### src/are_pkg.sv
// Shared types and constants for the ack/retransmit engine.
`timescale 1ns / 1ps

package are_pkg;

  localparam int OP_W    = 3;
  localparam int ADDR_W  = 64;
  localparam int SEQ_W   = 8;
  localparam int LIMIT_W = 5;
  localparam int BASE_W  = 8;
  localparam int TIMER_W = 16;
  localparam int HOLD_W  = 16;
  localparam int CFG_IDX_W  = 2;
  localparam int CFG_DATA_W = 16;
  localparam int STATUS_W   = 2;

  typedef enum logic [OP_W-1:0] {
    OP_TICK   = 3'd0,
    OP_SEND   = 3'd1,
    OP_DATA   = 3'd2,
    OP_ACK    = 3'd3,
    OP_STATUS = 3'd4
  } opcode_t;

  localparam logic [CFG_IDX_W-1:0] CFG_ENABLE      = 2'd0;
  localparam logic [CFG_IDX_W-1:0] CFG_RETRY_LIMIT = 2'd1;
  localparam logic [CFG_IDX_W-1:0] CFG_BASE        = 2'd2;
  localparam logic [CFG_IDX_W-1:0] CFG_HOLD        = 2'd3;

  localparam logic [STATUS_W-1:0] ST_NOT_DONE  = 2'd0;
  localparam logic [STATUS_W-1:0] ST_SUCCEEDED = 2'd1;
  localparam logic [STATUS_W-1:0] ST_QUEUED    = 2'd2;

  localparam logic [LIMIT_W-1:0] RESET_LIMIT = 5'd20;
  localparam logic [BASE_W-1:0]  RESET_BASE  = 8'd4;
  localparam logic [HOLD_W-1:0]  RESET_HOLD  = 16'd80;

  // Request to the iterative period shifter.
  typedef struct packed {
    logic               start;
    logic [BASE_W-1:0]  base;
    logic [LIMIT_W-1:0] shift;
  } period_req_t;

endpackage

### src/ack_retransmit_engine_top.sv
// Top level of the stop-and-wait ack/retransmit engine with duplicate filter.
`timescale 1ns / 1ps

// Usage:
//   s_* carries one command word: tuser holds the opcode (tick, send request,
//   received data, received ack, status read), tdata the peer address, seq and
//   the addressed_to_me and link_busy flags. Every accepted word yields exactly
//   one result word on m_*. cfg_* writes enable, retry_limit, base_timeout and
//   dup_hold_time; write only while the engine is idle. cfg_ready is always high.
//   One word is worked on at a time; s_tready is high only between words.
//   Most words go from accept through S_RUN to S_DONE and m_tvalid. A tick that
//   rearms the retry timer and an accepted send also run the period shifter, which
//   shifts base_timeout one bit per cycle by (retry_limit - tries_left) /
//   TRIES_PER_SHIFT. A first received data word per tick also scans the duplicate
//   ring, one entry a cycle through one compare.
//   Reset clears the sender state, the duplicate ring and the output and loads the register defaults; no clearing pass.
//   A result waits in the output register while m_tready is low; the next word
//   is still taken and worked on, and stalls only when its own result is ready.
module ack_retransmit_engine_top #(
  parameter int DUP_ENTRIES     = 3,
  parameter int TRIES_PER_SHIFT = 4
) (
  input  logic        clk,
  input  logic        rst,
  input  logic        s_tvalid,
  output logic        s_tready,
  // [63:0] address, [71:64] seq, [72] addressed_to_me, [73] link_busy, [79:74] zero
  input  logic [79:0] s_tdata,
  // [2:0] opcode
  input  logic [2:0]  s_tuser,
  output logic        m_tvalid,
  input  logic        m_tready,
  // [0] accepted, [8:1] seq_assigned, [9] is_new, [10] send_ack,
  // [74:11] ack_address, [82:75] ack_seq, [83] retransmit, [84] send_failed,
  // [86:85] send_status, [87] success_now
  output logic [87:0] m_tdata,
  input  logic        cfg_valid,
  output logic        cfg_ready,
  input  logic [1:0]  cfg_index,
  input  logic [15:0] cfg_data
);

  localparam int IDX_W = (DUP_ENTRIES > 1) ? $clog2(DUP_ENTRIES) : 1;
  localparam logic [IDX_W-1:0] LAST_IDX = IDX_W'(DUP_ENTRIES - 1);

  typedef enum logic [2:0] {S_IDLE, S_RUN, S_SHIFT, S_SCAN, S_DONE} state_t;

  state_t state;

  // configuration
  logic                          enable;
  logic [are_pkg::LIMIT_W-1:0]   retry_limit;
  logic [are_pkg::BASE_W-1:0]    base_timeout;
  logic [are_pkg::HOLD_W-1:0]    dup_hold_time;

  // latched command
  logic [are_pkg::OP_W-1:0]      in_op;
  logic [are_pkg::ADDR_W-1:0]    in_addr;
  logic [are_pkg::SEQ_W-1:0]     in_seq;
  logic                          in_to_me;
  logic                          in_busy;

  // sender state
  logic                          pending;
  logic                          retry_due;
  logic                          success_flag;
  logic                          success_recent;
  logic [are_pkg::TIMER_W-1:0]   retry_timer;
  logic [are_pkg::LIMIT_W-1:0]   tries_left;
  logic [are_pkg::SEQ_W-1:0]     next_seq;
  logic [are_pkg::ADDR_W-1:0]    pending_dest;
  logic [are_pkg::SEQ_W-1:0]     pending_seq;

  // receiver duplicate ring
  logic [are_pkg::ADDR_W-1:0]    seen_addr [DUP_ENTRIES];
  logic [are_pkg::SEQ_W-1:0]     seen_seq  [DUP_ENTRIES];
  logic [IDX_W-1:0]              seen_slot;
  logic [are_pkg::HOLD_W-1:0]    hold_timer;
  logic                          checked_this_tick;
  logic [IDX_W-1:0]              scan_idx;

  // result under construction
  logic                          res_accepted;
  logic [are_pkg::SEQ_W-1:0]     res_seq_assigned;
  logic                          res_is_new;
  logic                          res_send_ack;
  logic [are_pkg::ADDR_W-1:0]    res_ack_address;
  logic [are_pkg::SEQ_W-1:0]     res_ack_seq;
  logic                          res_retransmit;
  logic                          res_send_failed;
  logic [are_pkg::STATUS_W-1:0]  res_status;

  // tick and send decode
  logic [are_pkg::TIMER_W-1:0]   timer_dec;
  logic                          timer_runs;
  logic                          expire;
  logic [are_pkg::LIMIT_W-1:0]   tries_new;
  logic                          rearm;
  logic                          fail;
  logic                          retry_due_v;
  logic [are_pkg::HOLD_W-1:0]    hold_dec;
  logic                          send_take;
  logic [are_pkg::LIMIT_W-1:0]   tries_sel;
  logic [are_pkg::LIMIT_W-1:0]   diff;
  logic [are_pkg::LIMIT_W-1:0]   shift_amt;
  logic                          scan_hit;
  logic [IDX_W-1:0]              slot_inc;
  logic [are_pkg::SEQ_W-1:0]     seq_inc;

  are_pkg::period_req_t          preq;
  logic                          p_done;
  logic [are_pkg::TIMER_W-1:0]   p_period;

  always_comb begin
    timer_dec  = retry_timer - 1'b1;
    timer_runs = pending && (retry_timer != '0);
    expire     = timer_runs && (timer_dec == '0);
    tries_new  = (tries_left != '0) ? tries_left - 1'b1 : tries_left;
    rearm      = expire && (tries_new != '0);
    fail       = expire && (tries_new == '0);
    retry_due_v = retry_due || rearm;
    hold_dec   = hold_timer - 1'b1;
    send_take  = !pending && !in_busy;
    tries_sel  = (in_op == are_pkg::OP_SEND) ? retry_limit : tries_new;
    diff       = (retry_limit > tries_sel) ? retry_limit - tries_sel : '0;
    // quotient by constant compares: largest k with k * TRIES_PER_SHIFT <= diff
    shift_amt  = '0;
    for (int k = 1; k < 32; k++) begin
      if (32'(diff) >= k * TRIES_PER_SHIFT) shift_amt = k[are_pkg::LIMIT_W-1:0];
    end
    scan_hit   = (seen_seq[scan_idx] == in_seq) && (seen_addr[scan_idx] == in_addr);
    slot_inc   = (seen_slot == LAST_IDX) ? '0 : seen_slot + 1'b1;
    seq_inc    = next_seq + 1'b1;

    preq.start = 1'b0;
    preq.base  = base_timeout;
    preq.shift = shift_amt;
    if (state == S_RUN) begin
      case (in_op)
        are_pkg::OP_TICK: preq.start = enable && rearm;
        are_pkg::OP_SEND: preq.start = send_take;
        default:          preq.start = 1'b0;
      endcase
    end
  end

  are_period_unit u_period (
    .clk    (clk),
    .rst    (rst),
    .req    (preq),
    .done   (p_done),
    .period (p_period)
  );

  assign s_tready  = (state == S_IDLE);
  assign cfg_ready = 1'b1;

  always_ff @(posedge clk) begin
    if (rst) begin
      state             <= S_IDLE;
      enable            <= 1'b0;
      retry_limit       <= are_pkg::RESET_LIMIT;
      base_timeout      <= are_pkg::RESET_BASE;
      dup_hold_time     <= are_pkg::RESET_HOLD;
      pending           <= 1'b0;
      retry_due         <= 1'b0;
      success_flag      <= 1'b0;
      success_recent    <= 1'b0;
      retry_timer       <= '0;
      tries_left        <= '0;
      next_seq          <= '0;
      pending_dest      <= '0;
      pending_seq       <= '0;
      seen_slot         <= '0;
      hold_timer        <= '0;
      checked_this_tick <= 1'b0;
      scan_idx          <= '0;
      m_tvalid          <= 1'b0;
      m_tdata           <= '0;
      for (int i = 0; i < DUP_ENTRIES; i++) begin
        seen_addr[i] <= '0;
        seen_seq[i]  <= '0;
      end
    end else begin
      if (cfg_valid) begin
        case (cfg_index)
          are_pkg::CFG_ENABLE:      enable        <= cfg_data[0];
          are_pkg::CFG_RETRY_LIMIT: retry_limit   <= cfg_data[are_pkg::LIMIT_W-1:0];
          are_pkg::CFG_BASE:        base_timeout  <= cfg_data[are_pkg::BASE_W-1:0];
          are_pkg::CFG_HOLD:        dup_hold_time <= cfg_data[are_pkg::HOLD_W-1:0];
          default:                  ;
        endcase
      end

      if (m_tvalid && m_tready && (state != S_DONE)) begin
        m_tvalid <= 1'b0;
      end

      case (state)
        S_IDLE: begin
          if (s_tvalid) begin
            in_op            <= s_tuser;
            in_addr          <= s_tdata[63:0];
            in_seq           <= s_tdata[71:64];
            in_to_me         <= s_tdata[72];
            in_busy          <= s_tdata[73];
            res_accepted     <= 1'b0;
            res_seq_assigned <= '0;
            res_is_new       <= 1'b0;
            res_send_ack     <= 1'b0;
            res_ack_address  <= '0;
            res_ack_seq      <= '0;
            res_retransmit   <= 1'b0;
            res_send_failed  <= 1'b0;
            res_status       <= are_pkg::ST_NOT_DONE;
            state            <= S_RUN;
          end
        end

        S_RUN: begin
          // run the shifter or the ring scan where the word needs them
          if (preq.start) begin
            state <= S_SHIFT;
          end else if ((in_op == are_pkg::OP_DATA) && in_to_me && !checked_this_tick) begin
            state <= S_SCAN;
          end else begin
            state <= S_DONE;
          end
          case (in_op)
            are_pkg::OP_TICK: begin
              if (enable) begin
                checked_this_tick <= 1'b0;
                success_recent    <= 1'b0;
                if (hold_timer != '0) begin
                  hold_timer <= hold_dec;
                  if (hold_dec == '0) begin
                    for (int i = 0; i < DUP_ENTRIES; i++) begin
                      seen_seq[i] <= '0;
                    end
                    seen_slot <= '0;
                  end
                end
                res_retransmit  <= retry_due_v && !in_busy;
                res_send_failed <= fail;
                if (fail) begin
                  // drop the send
                  pending      <= 1'b0;
                  retry_due    <= 1'b0;
                  retry_timer  <= '0;
                  tries_left   <= '0;
                  success_flag <= 1'b0;
                end else begin
                  if (timer_runs) begin
                    retry_timer <= timer_dec;
                  end
                  if (expire) begin
                    tries_left <= tries_new;
                  end
                  retry_due <= retry_due_v && in_busy;
                end
              end
            end

            are_pkg::OP_SEND: begin
              if (send_take) begin
                pending          <= 1'b1;
                retry_due        <= 1'b0;
                next_seq         <= seq_inc;
                pending_seq      <= seq_inc;
                pending_dest     <= in_addr;
                tries_left       <= retry_limit;
                res_accepted     <= 1'b1;
                res_seq_assigned <= seq_inc;
              end
            end

            are_pkg::OP_DATA: begin
              if (in_to_me) begin
                if (!in_busy) begin
                  res_send_ack    <= 1'b1;
                  res_ack_address <= in_addr;
                  res_ack_seq     <= in_seq;
                end
                if (checked_this_tick) begin
                  res_is_new <= 1'b1;
                end else begin
                  checked_this_tick <= 1'b1;
                  scan_idx          <= '0;
                end
              end
            end

            are_pkg::OP_ACK: begin
              if (in_to_me && pending && (in_addr == pending_dest) &&
                  (in_seq == pending_seq)) begin
                success_flag   <= 1'b1;
                success_recent <= 1'b1;
                pending        <= 1'b0;
                retry_due      <= 1'b0;
                retry_timer    <= '0;
                tries_left     <= '0;
              end
            end

            are_pkg::OP_STATUS: begin
              if (pending) begin
                res_status <= are_pkg::ST_QUEUED;
              end else if (success_flag) begin
                success_flag <= 1'b0;
                res_status   <= are_pkg::ST_SUCCEEDED;
              end else begin
                res_status <= are_pkg::ST_NOT_DONE;
              end
            end

            default: ;
          endcase
        end

        S_SHIFT: begin
          if (p_done) begin
            retry_timer <= p_period;
            state       <= S_DONE;
          end
        end

        S_SCAN: begin
          if (scan_hit) begin
            res_is_new <= 1'b0;
            state      <= S_DONE;
          end else if (scan_idx == LAST_IDX) begin
            // no match anywhere: record the packet at the ring slot
            seen_seq[seen_slot]  <= in_seq;
            seen_addr[seen_slot] <= in_addr;
            seen_slot            <= slot_inc;
            hold_timer           <= dup_hold_time;
            res_is_new           <= 1'b1;
            state                <= S_DONE;
          end else begin
            scan_idx <= scan_idx + 1'b1;
          end
        end

        S_DONE: begin
          if (!m_tvalid || m_tready) begin
            m_tvalid <= 1'b1;
            m_tdata  <= {success_recent, res_status, res_send_failed, res_retransmit,
                         res_ack_seq, res_ack_address, res_send_ack, res_is_new,
                         res_seq_assigned, res_accepted};
            state    <= S_IDLE;
          end
        end

        default: state <= S_IDLE;
      endcase
    end
  end

endmodule

### src/are_period_unit.sv
// Iterative saturating shifter: retry period = base << shift, clamped to the timer range.
`timescale 1ns / 1ps

module are_period_unit (
  input  logic                          clk,
  input  logic                          rst,
  input  are_pkg::period_req_t          req,
  output logic                          done,
  output logic [are_pkg::TIMER_W-1:0]   period
);

  logic                          active;
  logic [are_pkg::LIMIT_W-1:0]   cnt;
  logic [are_pkg::TIMER_W-1:0]   val;

  always_ff @(posedge clk) begin
    if (rst) begin
      active <= 1'b0;
      cnt    <= '0;
      val    <= '0;
    end else if (req.start) begin
      active <= 1'b1;
      cnt    <= req.shift;
      val    <= {{(are_pkg::TIMER_W - are_pkg::BASE_W){1'b0}}, req.base};
    end else if (active) begin
      if (cnt == '0) begin
        active <= 1'b0;
      end else begin
        // one bit per cycle; saturate once the top bit would fall off
        val <= val[are_pkg::TIMER_W-1] ? {are_pkg::TIMER_W{1'b1}}
                                        : {val[are_pkg::TIMER_W-2:0], 1'b0};
        cnt <= cnt - 1'b1;
      end
    end
  end

  assign done   = active && (cnt == '0);
  assign period = val;

endmodule

### config.mk
export PLATFORM = sky130hd
export DESIGN_NAME = ack_retransmit_engine_top
export DESIGN_NICKNAME = d
export VERILOG_FILES = /design/src/are_pkg.sv /design/src/ack_retransmit_engine_top.sv /design/src/are_period_unit.sv
export SDC_FILE = /design/constraint.sdc
export NUM_CORES = 1
export LEC_CHECK = 0
export ABC_AREA = 1
export BUFFER_PORTS_ARGS = -buffer_cell sky130_fd_sc_hd__buf_2
export CORE_ASPECT_RATIO = 0.5
export CORE_UTILIZATION = 60
export DETAILED_ROUTE_END_ITERATION = 10
export GPL_ROUTABILITY_DRIVEN = 0
export PLACE_DENSITY_LB_ADDON = 0.15
export RECOVER_POWER = 50
export SLEW_MARGIN = 20
export SYNTH_ARGS = -nofsm -noshare
export SYNTH_HDL_FRONTEND = slang
export SYNTH_HIERARCHICAL = 1
export SYNTH_SLANG_ARGS = --single-unit
### constraint.sdc
create_clock -name clk -period 20.6 [get_ports clk]
set_input_delay 1.03 -clock clk [delete_from_list [all_inputs] [get_ports clk]]
set_output_delay 1.03 -clock clk [all_outputs]
set_load 0.1 [all_outputs]
==> flow_summary.ini <==
[status]
outcome = finished, violations left
failed_checks = max-capacitance violations, max-slew violations

[synth]
synthArstFlopShare_pct = 0
synth-edff-count = 452
synth_largest_area_cell = edfxtp_1
synthFlopType = edfxtp_1
netlist.area_leader.share_pct = 42.7
synth_area_leaders = edfxtp_1 (43%), dfxtp_1 (17%), nand2_1 (9.9%), nor2_1 (7.3%), nand3_1 (4.3%)
ys_seq_area_share_pct = 59.3
yosysWarnings = 6
postSynthCellCount = 3588
netlist_area_mm2 = 0.0318
avgSynthCellArea_um2 = 8.87
yosys_register_bits = 716
yosysUniqueCellTypes = 46
yosysMostFrequentCell = nand2_1
yosys-top-cells-count = nand2_1 (839), nor2_1 (616), edfxtp_1 (452)

[floorplanning]
die_y_um = 165
initial_core_util_pct = 60.9
io_pins = 197
core_mm2 = 0.0522
die_w_um = 328
die-area_mm2 = 0.0540
rows = 59

[global_routing]
grt_pass1_wl_um = 131000
grt_pass1_vias = 23500
groute.usage.overall_pct = 31.7
grt_overflow = 0
grt_start_max_net_pins = 95
antenna_found_initial = 2

[routing]
drc = 0
dr.pass1.iters = 8
num_vias = 25500
routed_wl_um = 86100
via_per_inst = 5.73
antenna_left = 0
avgRoutedWirePerCell_um = 19.3
drt_iter0_markers = 2948

[cts]
path_clk_slew_ns = 0.07
cts_buffers = 58
ctsLongestPathBuffers = 3
cts_resized = 0
cts_max_level = 2
root_buffer = clkbuf_16
clk_latency_ns = 0.62
cts_tree = yes
postCtsHoldBufs = 0
cts_sinks = 716
postCtsSetupBuffers = 0

[run]
drv_cap = 9

[timing]
maxSlewHeadroom_pct = -201
setup_tns_ns = 0
finalHoldViolations = 0
rsz0062_at_grt = false
skew_ns = 0.0135
finalSetupViolCount = 0
timing.final.crit_share_pct = 37.5
clock.fmax_mhz = 130
timing.final.crit_period_ns = 7.72
maxSlewViolCount = 470
worstMarginPinSlew_ns = 4.52

[min_path]
hold_start = m_tdata[44]$_SDFFE_PP0P_
min_to = m_tdata[44]$_SDFFE_PP0P_
hold_path_depth = 2
holdCritPathClass = flip-flop to flip-flop

[layout]
fin_cells = 4458
syn_to_final_growth_pct = 10.0
layout-drive-gt1-share_pct = 6.90
nNetsFinal = 3826

[power_and_ir_drop]
p_leak_nw = 14.0
pwr-share-clk_pct = 26.1
netSwitchingPower_mw = 1.88
swShare_pct = 39.8
seqPwrFrac_pct = 40.2
comb_power_share_pct = 33.7
power_density_mw_per_mm2 = 135
ir_worst_vdd_mv = 0.138
p_int_mw = 2.85

[critical_path]
critPathLaunch = rst
worst-path-max-fanout = 58
r2r_cells = 9
r2r-start = state[2]$_SDFFE_PP0P_
cp.arrival_ns = 7.88
endpoint_kind = flip-flop
worstReg2RegEnd = res_ack_address[17]$_SDFFCE_PN0P_
worstSetupStartpointType = input port
rrSetupSlack_ns = 14.37
criticalPathCategory = input port to flip-flop
crit_required_ns = 20.76

[placed_design]
place.port_buffers = 189
placedCellCount = 4346
dpl.hpwl_um = 56100
-- kinds of logic (layout without fill, tap and decap cells) --
logic type / after synthesis / in the layout / synth area share (%)
simple gates: 1854 / 1854 / 23.9
flops: 716 / 716 / 59.3
buf+inv: 482 / 648 / 6.55
compound gates: 450 / 450 / 7.68
xor+xnor: 69 / 69 / 1.90
fa+ha+maj: 15 / 15 / 0.614
other cells: 2 / 5 / 0.0236
-- power by group through the flow --
stage	clock network [mW]	registers [mW]	logic [mW]
final	1.24	1.90	1.60
after global routing	1.30	1.92	1.73
after CTS	1.25	1.89	1.60
after detailed placement	0	1.92	1.59
after global placement	0	1.91	1.56
after floorplan	0	2.32	0.835
-- routing by layer --
layer	wire, µm	track usage [%]	part of all wire, %
met5	13	0	0.015
met4	1990	7.82	2.3
met3	9500	7.48	11
met2	38900	50.0	45
met1	35600	44.3	41
-- flip-flops by register name, indices dropped and copies added, names as in the netlist, 5 cells and up, named ones only --
| name | flops |
|---|---|
| seen_addr | 256 |
| hold_timer | 16 |
| retry_limit | 5 |
| u_period/period | 16 |
| in_addr | 64 |
| res_ack_address | 64 |
| res_seq_assigned | 8 |
| m_tdata | 88 |
| seen_seq | 32 |
| retry_timer | 16 |
| dup_hold_time | 16 |
| tries_left | 5 |
| pending_dest | 64 |
| pending_seq | 8 |
| in_seq | 8 |
| u_period/cnt | 5 |
| res_ack_seq | 8 |
| base_timeout | 8 |
-- placed cells by master, fill, tap and decap left out, types with 22 or more instances in the layout --
master,synthesis,final
a211oi_1,45,45
a21oi_1,180,180
buf_2,46,91
buf_4,9,22
clkbuf_1,75,117
clkbuf_16,0,63
dfxtp_1,264,262
edfxtp_1,452,452
inv_1,313,312
nand2_1,839,835
nand3_1,273,269
nand4_1,37,37
nor2_1,616,615
nor3_1,28,27
o21ai_0,198,197
xor2_1,59,59
-- stage by stage --
| step | setup WS, ns | hold WS (ns) | area (µm²) | total power [mW] | util [%] |
|---|---|---|---|---|---|
| after floorplan | 12.87 | 0.425 | 31800 | 3.15 | - |
| after global placement | 14.86 | 0.431 | 33000 | 3.47 | 63.3 |
| after detailed placement | 14.75 | 0.436 | 33000 | 3.51 | 63.3 |
| after CTS | 14.72 | 0.446 | 35200 | 4.74 | 67.4 |
| after global routing | 12.36 | 0.462 | 35000 | 4.96 | 67.1 |
| final | 12.88 | 0.445 | 35000 | 4.73 | 67.1 |
-- worst max path at each step --
stage / endpoint / slack, ns / depth (start not counted)
5_1_grt: res_ack_address[17]$_SDFFCE_PN0P_ / 12.36 / 5
3_3_place_gp: seen_addr[0][18]$_SDFFCE_PN0P_ / 14.86 / 17
3_5_place_dp: seen_addr[0][18]$_SDFFCE_PN0P_ / 14.75 / 17
4_1_cts: seen_addr[0][44]$_SDFFCE_PN0P_ / 14.72 / 17
6_report: res_ack_address[17]$_SDFFCE_PN0P_ / 12.88 / 5
2_1_floorplan: res_ack_address[0]$_SDFFCE_PN0P_ / 12.87 / 5
-- final cells by class --
class / count / area [µm²]
Clock buffer: 82 / 1690
Clock inverter: 28 / 424
Tap cell: 701 / 877
Fill cell: 4289 / 17200
Antenna cell: 2 / 5.00
Multi-Input combinational cell: 2391 / 10900
Sequential cell: 716 / 18900
Inverter: 320 / 1210
Timing Repair Buffer: 218 / 1010
-- critical path: stages --
cell,delay [ns]
clkbuf_1,0.53
clkinvlp_2,1.21
nand3_1,0.39
a211oi_1,2.15
clkbuf_1,2.42
Power figures use the tool's default switching activity.
